### src/sv/xorshift128_ranged_generator_defines.svh
// Assertion macros shared by the xorshift128 ranged generator RTL.
`ifndef XORSHIFT128_RANGED_GENERATOR_DEFINES_SVH
`define XORSHIFT128_RANGED_GENERATOR_DEFINES_SVH

// Same-cycle implication, sampled on clk and disabled while rst_n is low.
`define XRG_ASSERT_IMP(lbl, ant, con) \
    lbl: assert property (@(posedge clk) disable iff (!rst_n) (ant) |-> (con)) \
        else $error("xrg check failed");

// Next-cycle implication, sampled on clk and disabled while rst_n is low.
`define XRG_ASSERT_NXT(lbl, ant, con) \
    lbl: assert property (@(posedge clk) disable iff (!rst_n) (ant) |=> (con)) \
        else $error("xrg check failed");

`endif

### src/sv/xrg_pkg.sv
// Package with the types, constants and functions of the xorshift128 ranged generator.
`default_nettype none

package xrg_pkg;

    localparam int WORD_W = 32;
    localparam int CNT_W  = $clog2(WORD_W);
    localparam int ADDR_W = 3;

    localparam logic [WORD_W-1:0] SEED_X = 32'd123456789;
    localparam logic [WORD_W-1:0] SEED_Y = 32'd362436069;
    localparam logic [WORD_W-1:0] SEED_Z = 32'd521288629;
    localparam logic [WORD_W-1:0] SEED_W = 32'd88675123;

    localparam int SHIFT_A = 11;
    localparam int SHIFT_B = 19;
    localparam int SHIFT_C = 8;

    localparam logic [WORD_W-1:0] OFFSET_RESET  = 32'd0;
    localparam logic [WORD_W-1:0] MODULUS_RESET = 32'hFFFF_FFFF;

    localparam logic [ADDR_W-1:0] ADDR_OFFSET  = 3'd0;
    localparam logic [ADDR_W-1:0] ADDR_MODULUS = 3'd4;

    typedef enum logic [1:0] {
        ST_IDLE,
        ST_DIV,
        ST_OUT
    } state_t;

    typedef struct packed {
        logic start;
    } div_ctrl_t;

    typedef struct packed {
        logic busy;
        logic done;
    } div_stat_t;

    // One xorshift128 step: the new w from the old x and the old w.
    function automatic logic [WORD_W-1:0] xs_advance(input logic [WORD_W-1:0] x,
                                                     input logic [WORD_W-1:0] w);
        logic [WORD_W-1:0] t;
        t = x ^ (x << SHIFT_A);
        return (w ^ (w >> SHIFT_B)) ^ (t ^ (t >> SHIFT_C));
    endfunction

endpackage

`default_nettype wire

### src/sv/xorshift128_ranged_generator.sv
// Top level of the xorshift128 generator with a ranged (offset plus modulo) output.
// An accepted draw beat of value one advances the generator and starts the serial remainder
// unit; its done flag moves the sequencer on to the result beat, which is held until taken.
// The draw channel stalls from acceptance until the result beat has been taken.
// Reset (rst_n low, asynchronous) loads the published seeds, offset 0, modulus all ones.
`default_nettype none
`include "xorshift128_ranged_generator_defines.svh"

module xorshift128_ranged_generator
    import xrg_pkg::*;
(
    input  wire logic              clk,
    input  wire logic              rst_n,
    // Configuration port.
    input  wire logic              psel,
    input  wire logic              penable,
    input  wire logic              pwrite,
    input  wire logic [ADDR_W-1:0] paddr,
    input  wire logic [WORD_W-1:0] pwdata,
    output logic      [WORD_W-1:0] prdata,
    output logic                   pready,
    // Draw request channel.
    input  wire logic              draw_valid,
    output logic                   draw_stall,
    input  wire logic              draw,
    // Result channel.
    output logic                   result_valid,
    input  wire logic              result_stall,
    output logic      [WORD_W-1:0] random_word,
    output logic      [WORD_W-1:0] ranged_value
);

    // Sequencer state.
    state_t state_reg, state_next;

    // Generator state words.
    logic [WORD_W-1:0] word_x_reg, word_y_reg, word_z_reg, word_w_reg;
    logic [WORD_W-1:0] word_w_next;

    // Configuration registers.
    logic [WORD_W-1:0] range_offset_reg, range_modulus_reg;

    logic              draw_accept;
    logic              result_accept;
    logic              cfg_write;
    logic [WORD_W-1:0] range_sum;

    div_ctrl_t         div_ctrl;
    div_stat_t         div_stat;
    logic [WORD_W-1:0] div_rem;

    assign draw_accept   = draw_valid && !draw_stall;
    assign result_accept = result_valid && !result_stall;
    assign cfg_write     = psel && penable && pwrite && pready;

    // The register port never waits.
    assign pready = 1'b1;

    always_comb
    begin
        case (paddr)
            ADDR_OFFSET:  prdata = range_offset_reg;
            ADDR_MODULUS: prdata = range_modulus_reg;
            default:      prdata = '0;
        endcase
    end

    always_ff @(posedge clk or negedge rst_n)
    begin
        if (!rst_n)
        begin
            range_offset_reg  <= OFFSET_RESET;
            range_modulus_reg <= MODULUS_RESET;
        end
        else if (cfg_write)
        begin
            case (paddr)
                ADDR_OFFSET:  range_offset_reg  <= pwdata;
                ADDR_MODULUS: range_modulus_reg <= pwdata;
                default:      ;
            endcase
        end
    end

    // The state advance is combinational shifts and XORs. The new word is
    // added to the offset in the same cycle and the wrapped 32-bit sum goes
    // straight into the remainder unit as its dividend.
    assign word_w_next = xs_advance(word_x_reg, word_w_reg);
    assign range_sum   = range_offset_reg + word_w_next;

    always_ff @(posedge clk or negedge rst_n)
    begin
        if (!rst_n)
        begin
            word_x_reg <= SEED_X;
            word_y_reg <= SEED_Y;
            word_z_reg <= SEED_Z;
            word_w_reg <= SEED_W;
        end
        else if (div_ctrl.start)
        begin
            word_x_reg <= word_y_reg;
            word_y_reg <= word_z_reg;
            word_z_reg <= word_w_reg;
            word_w_reg <= word_w_next;
        end
    end

    // Next-state logic. A draw beat whose value is zero is taken and dropped:
    // the generator does not move and no result beat follows.
    always_comb
    begin
        state_next = state_reg;
        case (state_reg)
            ST_IDLE:
            begin
                if (draw_accept && draw)
                begin
                    state_next = ST_DIV;
                end
            end
            ST_DIV:
            begin
                if (div_stat.done)
                begin
                    state_next = ST_OUT;
                end
            end
            ST_OUT:
            begin
                if (!result_stall)
                begin
                    state_next = ST_IDLE;
                end
            end
            default:
            begin
                state_next = ST_IDLE;
            end
        endcase
    end

    // Output logic of the sequencer.
    always_comb
    begin
        draw_stall     = 1'b1;
        result_valid   = 1'b0;
        div_ctrl.start = 1'b0;
        case (state_reg)
            ST_IDLE:
            begin
                draw_stall     = 1'b0;
                div_ctrl.start = draw_valid && draw;
            end
            ST_DIV:
            begin
                draw_stall = 1'b1;
            end
            ST_OUT:
            begin
                result_valid = 1'b1;
            end
            default:
            begin
                draw_stall = 1'b1;
            end
        endcase
    end

    always_ff @(posedge clk or negedge rst_n)
    begin
        if (!rst_n)
        begin
            state_reg <= ST_IDLE;
        end
        else
        begin
            state_reg <= state_next;
        end
    end

    // Serial remainder: the wrapped sum modulo the configured modulus. A zero
    // modulus returns the sum itself.
    xrg_divider u_divider (
        .clk       (clk),
        .rst_n     (rst_n),
        .ctrl      (div_ctrl),
        .dividend  (range_sum),
        .divisor   (range_modulus_reg),
        .stat      (div_stat),
        .remainder (div_rem)
    );

    // Both result fields hold steady from the end of the reduction until the
    // beat is taken, since nothing new starts before then.
    assign random_word  = word_w_reg;
    assign ranged_value = div_rem;

    `XRG_ASSERT_IMP(a_done_in_div, div_stat.done, state_reg == ST_DIV)
    `XRG_ASSERT_IMP(a_div_working, state_reg == ST_DIV, div_stat.busy || div_stat.done)
    `XRG_ASSERT_NXT(a_back_to_idle, result_accept, state_reg == ST_IDLE)
    `XRG_ASSERT_NXT(a_words_shift, draw_accept && draw, word_x_reg == $past(word_y_reg))

endmodule

`default_nettype wire

### src/sv/xrg_divider.sv
// Bit-serial restoring remainder unit, one quotient bit per cycle.
`default_nettype none

module xrg_divider
    import xrg_pkg::*;
(
    input  wire logic              clk,
    input  wire logic              rst_n,
    input  wire div_ctrl_t         ctrl,
    input  wire logic [WORD_W-1:0] dividend,
    input  wire logic [WORD_W-1:0] divisor,
    output div_stat_t              stat,
    output logic      [WORD_W-1:0] remainder
);

    logic              busy_reg, busy_next;
    logic              done_reg, done_next;
    logic [CNT_W-1:0]  count_reg, count_next;
    logic [WORD_W-1:0] dvd_reg, dvd_next;
    logic [WORD_W-1:0] dvs_reg, dvs_next;
    logic [WORD_W-1:0] rem_reg, rem_next;

    logic [WORD_W:0]   trial;
    logic [WORD_W:0]   diff;
    logic              fits;

    // A zero divisor always fits, so the remainder collects the dividend unchanged.
    always_comb
    begin
        trial = {rem_reg, dvd_reg[WORD_W-1]};
        diff  = trial - {1'b0, dvs_reg};
        fits  = trial >= {1'b0, dvs_reg};
    end

    always_comb
    begin
        busy_next  = busy_reg;
        done_next  = 1'b0;
        count_next = count_reg;
        dvd_next   = dvd_reg;
        dvs_next   = dvs_reg;
        rem_next   = rem_reg;
        if (ctrl.start)
        begin
            busy_next  = 1'b1;
            count_next = '0;
            dvd_next   = dividend;
            dvs_next   = divisor;
            rem_next   = '0;
        end
        else if (busy_reg)
        begin
            dvd_next   = dvd_reg << 1;
            rem_next   = fits ? diff[WORD_W-1:0] : trial[WORD_W-1:0];
            count_next = count_reg + 1'b1;
            if (count_reg == CNT_W'(WORD_W - 1))
            begin
                busy_next = 1'b0;
                done_next = 1'b1;
            end
        end
    end

    always_ff @(posedge clk or negedge rst_n)
    begin
        if (!rst_n)
        begin
            busy_reg  <= 1'b0;
            done_reg  <= 1'b0;
            count_reg <= '0;
        end
        else
        begin
            busy_reg  <= busy_next;
            done_reg  <= done_next;
            count_reg <= count_next;
        end
    end

    always_ff @(posedge clk)
    begin
        dvd_reg <= dvd_next;
        dvs_reg <= dvs_next;
        rem_reg <= rem_next;
    end

    assign stat.busy = busy_reg;
    assign stat.done = done_reg;
    assign remainder = rem_reg;

endmodule

`default_nettype wire
### config.mk
export PLATFORM = sky130hd
export DESIGN_NAME = xorshift128_ranged_generator
export DESIGN_NICKNAME = d
export VERILOG_FILES = /design/src/sv/xrg_pkg.sv /design/src/sv/xorshift128_ranged_generator.sv /design/src/sv/xrg_divider.sv
export VERILOG_INCLUDE_DIRS = /design/src /design/src/sv
export SDC_FILE = /design/constraint.sdc
export NUM_CORES = 1
export LEC_CHECK = 0
export ABC_AREA = 1
export BUFFER_PORTS_ARGS = -buffer_cell sky130_fd_sc_hd__buf_2
export CELL_PAD_IN_SITES_DETAIL_PLACEMENT = 0
export CELL_PAD_IN_SITES_GLOBAL_PLACEMENT = 1
export CORE_ASPECT_RATIO = 1.2
export CORE_MARGIN = 2
export CORE_UTILIZATION = 30
export CTS_CLUSTER_SIZE = 28
export DETAILED_ROUTE_END_ITERATION = 8
export GPL_TIMING_DRIVEN = 0
export PLACE_DENSITY = 0.7
export SLEW_MARGIN = 10
export SYNTH_ARGS = -nofsm -noshare
export SYNTH_HDL_FRONTEND = slang
export SYNTH_SLANG_ARGS = --single-unit
### constraint.sdc
create_clock -name clk -period 7.61 [get_ports clk]
set_clock_uncertainty 0.15 [all_clocks]
set_input_delay 0.761 -clock clk [delete_from_list [all_inputs] [get_ports clk]]
set_output_delay 0.761 -clock clk [all_outputs]
set_load 0.02 [all_outputs]
==> flow_summary.html <==
<table>
<tr><th>Metric</th><th>Value</th></tr>
<tr><th colspan="2">Synthesis</th></tr>
<tr><td>Multiplexer share of the synthesized area</td><td>0%</td></tr>
<tr><td>Post-synthesis instance area</td><td>0.0170 mm²</td></tr>
<tr><td>Syn avg cell area</td><td>7.63 µm²</td></tr>
<tr><td>Post-Syn Instances</td><td>about 2200</td></tr>
<tr><td>Synth Area in Simple Gates</td><td>25.7%</td></tr>
<tr><td>Top FF cell, synth</td><td>sky130_fd_sc_hd__dfrtp_1</td></tr>
<tr><td>Dominant combinational cell family by area after synthesis</td><td>simple AND/OR/NAND/NOR gates</td></tr>
<tr><td>Fraction of the yosys area taken by sequential cells</td><td>45.2%</td></tr>
<tr><td>Top cells by area, synth</td><td>sky130_fd_sc_hd__nand2_1, sky130_fd_sc_hd__dfrtp_1, sky130_fd_sc_hd__dfstp_2</td></tr>
<tr><td>Complex-gate fraction of the synthesized area</td><td>9.01%</td></tr>
<tr><td>Share of the synthesized netlist area taken by xor and xnor gates</td><td>6.01%</td></tr>
<tr><td>Post-Synthesis Net Count</td><td>~2300</td></tr>
<tr><td>Cell type with the largest total area after synthesis</td><td>sky130_fd_sc_hd__nand2_1</td></tr>
<tr><td>Number of distinct library cell variants in the gate-level netlist after synthesis</td><td>40</td></tr>
<tr><td>Portion of synthesized cell area occupied by the leading cell type</td><td>between 10% and 20%</td></tr>
<tr><td>Number of warnings printed during yosys synthesis</td><td>0</td></tr>
<tr><td>Post-synthesis share of cell area spent on full adders, half adders and majority gates</td><td>5.15%</td></tr>
<tr><td>Seq cells post-synth</td><td>297</td></tr>
<tr><td>Async set-or-reset flop fraction in the synthesized netlist</td><td>67.7%</td></tr>
<tr><td>EDFF count, synth</td><td>64</td></tr>
<tr><th colspan="2">Setup path</th></tr>
<tr><td>Endpoint of the worst-slack reg-to-reg timing path</td><td>u_divider.dvd_reg[12]$_DFFE_PP_</td></tr>
<tr><td>R2r setup slk</td><td>4100 ps</td></tr>
<tr><td>Req. time, crit path</td><td>between 7000 and 8000 ps</td></tr>
<tr><td>Critical-path maximum fanout</td><td>4</td></tr>
<tr><td>Launching instance or port of the critical path</td><td>word_x_reg[15]$_DFFE_PN1P_</td></tr>
<tr><td>Number of cells traversed by the worst register-to-register path</td><td>11</td></tr>
<tr><td>Worst flop-to-flop path startpoint</td><td>word_x_reg[15]$_DFFE_PN1P_</td></tr>
<tr><td>Worst setup SP type</td><td>register</td></tr>
<tr><td>Data arrival time of the worst path</td><td>3670 ps</td></tr>
<tr><td>Critical path endpoint category</td><td>register</td></tr>
<tr><td>Crit path capture</td><td>u_divider.dvd_reg[12]$_DFFE_PP_</td></tr>
<tr><td>Crit Path Class</td><td>register to register</td></tr>
<tr><th colspan="2">Clock tree</th></tr>
<tr><td>CTS max path bufs</td><td>3</td></tr>
<tr><td>Level count of the clock H-tree</td><td>2</td></tr>
<tr><td>Post-CTS Setup Repair Bufs</td><td>0</td></tr>
<tr><td>Latest clock arrival within the worst-skew pair</td><td>550 ps</td></tr>
<tr><td>Post-cts gate resize count</td><td>0</td></tr>
<tr><td>Number of clock sinks</td><td>a little under 300</td></tr>
<tr><td>Hold-fix buffer count after cts</td><td>0</td></tr>
<tr><td>TritonCTS clock tree</td><td>yes</td></tr>
<tr><td>Clock root buffer</td><td>sky130_fd_sc_hd__clkbuf_16</td></tr>
<tr><td>Clk slew on worst S/H paths</td><td>~60 ps</td></tr>
<tr><td>Inserted Clock Buffers</td><td>35</td></tr>
<tr><th colspan="2">GRT</th></tr>
<tr><td>Gr usage total</td><td>about 19%</td></tr>
<tr><td>Global-route wire length before repair</td><td>86.6 mm</td></tr>
<tr><td>Antenna violations before repair</td><td>4</td></tr>
<tr><td>Overflow after GRT</td><td>0</td></tr>
<tr><td>Largest net degree at the start of global routing</td><td>103</td></tr>
<tr><td>Vias in the first global route</td><td>15000</td></tr>
<tr><th colspan="2">Die</th></tr>
<tr><td>I/O pin count</td><td>142</td></tr>
<tr><td>Die Outline Area</td><td>0.0587 mm²</td></tr>
<tr><td>DIE HEIGHT</td><td>265 µm</td></tr>
<tr><td>Site Rows</td><td>95</td></tr>
<tr><td>Die span in x</td><td>about 220 µm</td></tr>
<tr><td>Starting utilization of the core area</td><td>between 30% and 40%</td></tr>
<tr><td>Area of the core</td><td>approximately 0.056 mm²</td></tr>
<tr><th colspan="2">Timing</th></tr>
<tr><td>Worst Max-Slew Pin Slew</td><td>roughly 1100 ps</td></tr>
<tr><td>Period Utilization, post-route</td><td>between 40% and 50%</td></tr>
<tr><td>Final Hold Vio Count</td><td>0</td></tr>
<tr><td>Setup violators final</td><td>0</td></tr>
<tr><td>Worst hold-check slack</td><td>71.6 ps</td></tr>
<tr><td>Unrepaired setup endpoints after global routing</td><td>false</td></tr>
<tr><td>Highest attainable clock frequency</td><td>285 MHz</td></tr>
<tr><td>Sum Neg Setup Slack</td><td>0 ps</td></tr>
<tr><td>Minimum clock period after layout</td><td>3510 ps</td></tr>
<tr><td>Relative max-transition margin</td><td>about a quarter</td></tr>
<tr><td>Final max-slew violation count</td><td>0</td></tr>
<tr><th colspan="2">Drt</th></tr>
<tr><td>DRT Pass-1 Iters</td><td>9</td></tr>
<tr><td>Number of remaining DRC errors</td><td>16</td></tr>
<tr><td>Final wirelength</td><td>56.4 mm</td></tr>
<tr><td>Count of antenna-violating nets left after detailed routing</td><td>0</td></tr>
<tr><td>Routed wire per std cell</td><td>about 18 µm</td></tr>
<tr><td>Detailed-route via count</td><td>14700</td></tr>
<tr><td>Via/cell ratio</td><td>4.65</td></tr>
<tr><td>Detailed router's first-iteration violation count</td><td>roughly 890</td></tr>
<tr><th colspan="2">Outcome</th></tr>
<tr><td>Result of the run</td><td>finished with violations</td></tr>
<tr><td>Violated checks</td><td>DRC</td></tr>
<tr><th colspan="2">Placed design</th></tr>
<tr><td>Input/output buffers</td><td>140</td></tr>
<tr><td>Placer congestion estimate</td><td>0.936</td></tr>
<tr><td>Post-detail-place hpwl</td><td>45.4 mm</td></tr>
<tr><th colspan="2">Final layout</th></tr>
<tr><td>Fraction of final layout cells with drive strength greater than 1</td><td>a little over an eighth</td></tr>
<tr><td>Final layout net count</td><td>2523</td></tr>
<tr><td>Number of fill cells</td><td>5995</td></tr>
<tr><td>Signed area change from the synthesized netlist to the final layout</td><td>17.1%</td></tr>
<tr><th colspan="2">Min path</th></tr>
<tr><td>Type of the worst min-delay path</td><td>input pin to async pin</td></tr>
<tr><th colspan="2">Run</th></tr>
<tr><td>Count of max-cap constraint violations</td><td>0</td></tr>
</table>
==> worst min-delay path by stage <==
stage                                 start                   endpoint  slack (ps)  cells past startpoint
4_1_cts                               rst_n  word_z_reg[6]$_DFFE_PN0P_         110                      1
3_3_place_gp      word_y_reg[8]$_DFFE_PN1P_  word_x_reg[8]$_DFFE_PN1P_         300                      2
2_1_floorplan  u_divider.done_reg$_DFF_PN0_   state_reg[0]$_DFFE_PN0P_         290                      1
3_5_place_dp      word_z_reg[7]$_DFFE_PN1P_  word_y_reg[7]$_DFFE_PN1P_         300                      2
5_1_grt                               rst_n  word_z_reg[6]$_DFFE_PN0P_         140                      1
6_report                              rst_n  word_z_reg[6]$_DFFE_PN0P_          70                      1
==> routing by layer <==
layer | wire (µm) | global-route usage (%) | up-vias | part of all wire (%)
met5 | 24 | 0 | - | 0.043
met4 | 1910 | 7.09 | 4 | 3.4
met3 | 2150 | 2.44 | 104 | 3.8
met2 | 28800 | 35.9 | 315 | 51
met1 | 23400 | 22.5 | 6914 | 42
li1 | - | - | 7387 | -
==> stage by stage <==
step	setup WS, ps	instances	instance area [µm²]	utilization [%]
final	4100	3166	20000	35.6
after global routing	3900	3165	20000	35.6
after CTS	4120	3164	20000	35.6
after detailed placement	3710	3101	18700	33.3
after global placement	2230	3100	18600	33.2
after floorplan	4750	2233	17000	-
==> synth_stat cells, types with 4 or more instances <==
| cell type | n |
|---|---|
| sky130_fd_sc_hd__nand2_1 | 801 |
| sky130_fd_sc_hd__ha_1 | 67 |
| sky130_fd_sc_hd__and2_1 | 7 |
| sky130_fd_sc_hd__clkbuf_1 | 49 |
| sky130_fd_sc_hd__xor2_1 | 62 |
| sky130_fd_sc_hd__nand3b_1 | 41 |
| sky130_fd_sc_hd__dfxtp_1 | 32 |
| sky130_fd_sc_hd__nor2_1 | 94 |
| sky130_fd_sc_hd__a21oi_1 | 64 |
| sky130_fd_sc_hd__buf_2 | 15 |
| sky130_fd_sc_hd__o21bai_1 | 4 |
| sky130_fd_sc_hd__dfrtp_1 | 108 |
| sky130_fd_sc_hd__nor3_1 | 16 |
| sky130_fd_sc_hd__nand3_1 | 92 |
| sky130_fd_sc_hd__o22ai_1 | 32 |
| sky130_fd_sc_hd__xnor2_1 | 55 |
| sky130_fd_sc_hd__or2_2 | 5 |
| sky130_fd_sc_hd__nand4_1 | 4 |
| sky130_fd_sc_hd__dfstp_2 | 93 |
| sky130_fd_sc_hd__inv_1 | 317 |
| sky130_fd_sc_hd__edfxtp_1 | 64 |
| sky130_fd_sc_hd__o21ai_0 | 178 |
| sky130_fd_sc_hd__nand2_2 | 5 |
==> area by class of cell <==
class | instances | area (µm²) | share of cell area [%]
well taps | 727 | 910 | 4.56
diodes | 2 | 5.00 | 0.0251
clock buffers | 48 | 1050 | 5.26
clock inverters | 15 | 219 | 1.10
plain buffers | 70 | 308 | 1.54
inverters | 319 | 1200 | 6.00
repair buffers | 141 | 738 | 3.70
flip-flops and latches | 297 | 7710 | 38.6
multi-input cells | 1547 | 7830 | 39.2
==> logic make-up (layout without fill, tap and decap cells) <==
logic type      after synthesis  after routing
simple gates               1070           1070
buf+inv                     389            593
flops                       297            297
compound gates              290            290
xor+xnor                    117            117
fa+ha+maj                    69             69
other cells                   1              3
==> cell usage in the layout (no fill, tap or decap), types with 62 or more instances in the layout <==
master                     count
sky130_fd_sc_hd__o21ai_0     178
sky130_fd_sc_hd__nand2_1     801
sky130_fd_sc_hd__ha_1         67
sky130_fd_sc_hd__inv_1       316
sky130_fd_sc_hd__nand3_1      92
sky130_fd_sc_hd__a21oi_1      64
sky130_fd_sc_hd__dfrtp_1     108
sky130_fd_sc_hd__buf_2       154
sky130_fd_sc_hd__nor2_1       94
sky130_fd_sc_hd__dfstp_2      93
sky130_fd_sc_hd__edfxtp_1     64
sky130_fd_sc_hd__xor2_1       62
==> critical path, stage by stage (launching register included) <==
cell	delay [ps]
sky130_fd_sc_hd__dfstp_2	620
sky130_fd_sc_hd__xnor2_1	190
sky130_fd_sc_hd__xor2_1	210
sky130_fd_sc_hd__xor2_1	420
sky130_fd_sc_hd__ha_1	370
sky130_fd_sc_hd__a21oi_1	240
sky130_fd_sc_hd__o21ai_0	110
sky130_fd_sc_hd__a21oi_1	320
sky130_fd_sc_hd__o21ai_1	210
sky130_fd_sc_hd__or2_2	300
sky130_fd_sc_hd__nand3_1	70
sky130_fd_sc_hd__nand2_1	50
Power is not shown: default switching activity piles up to over one toggle a cycle in this logic, so the estimate is an artifact.
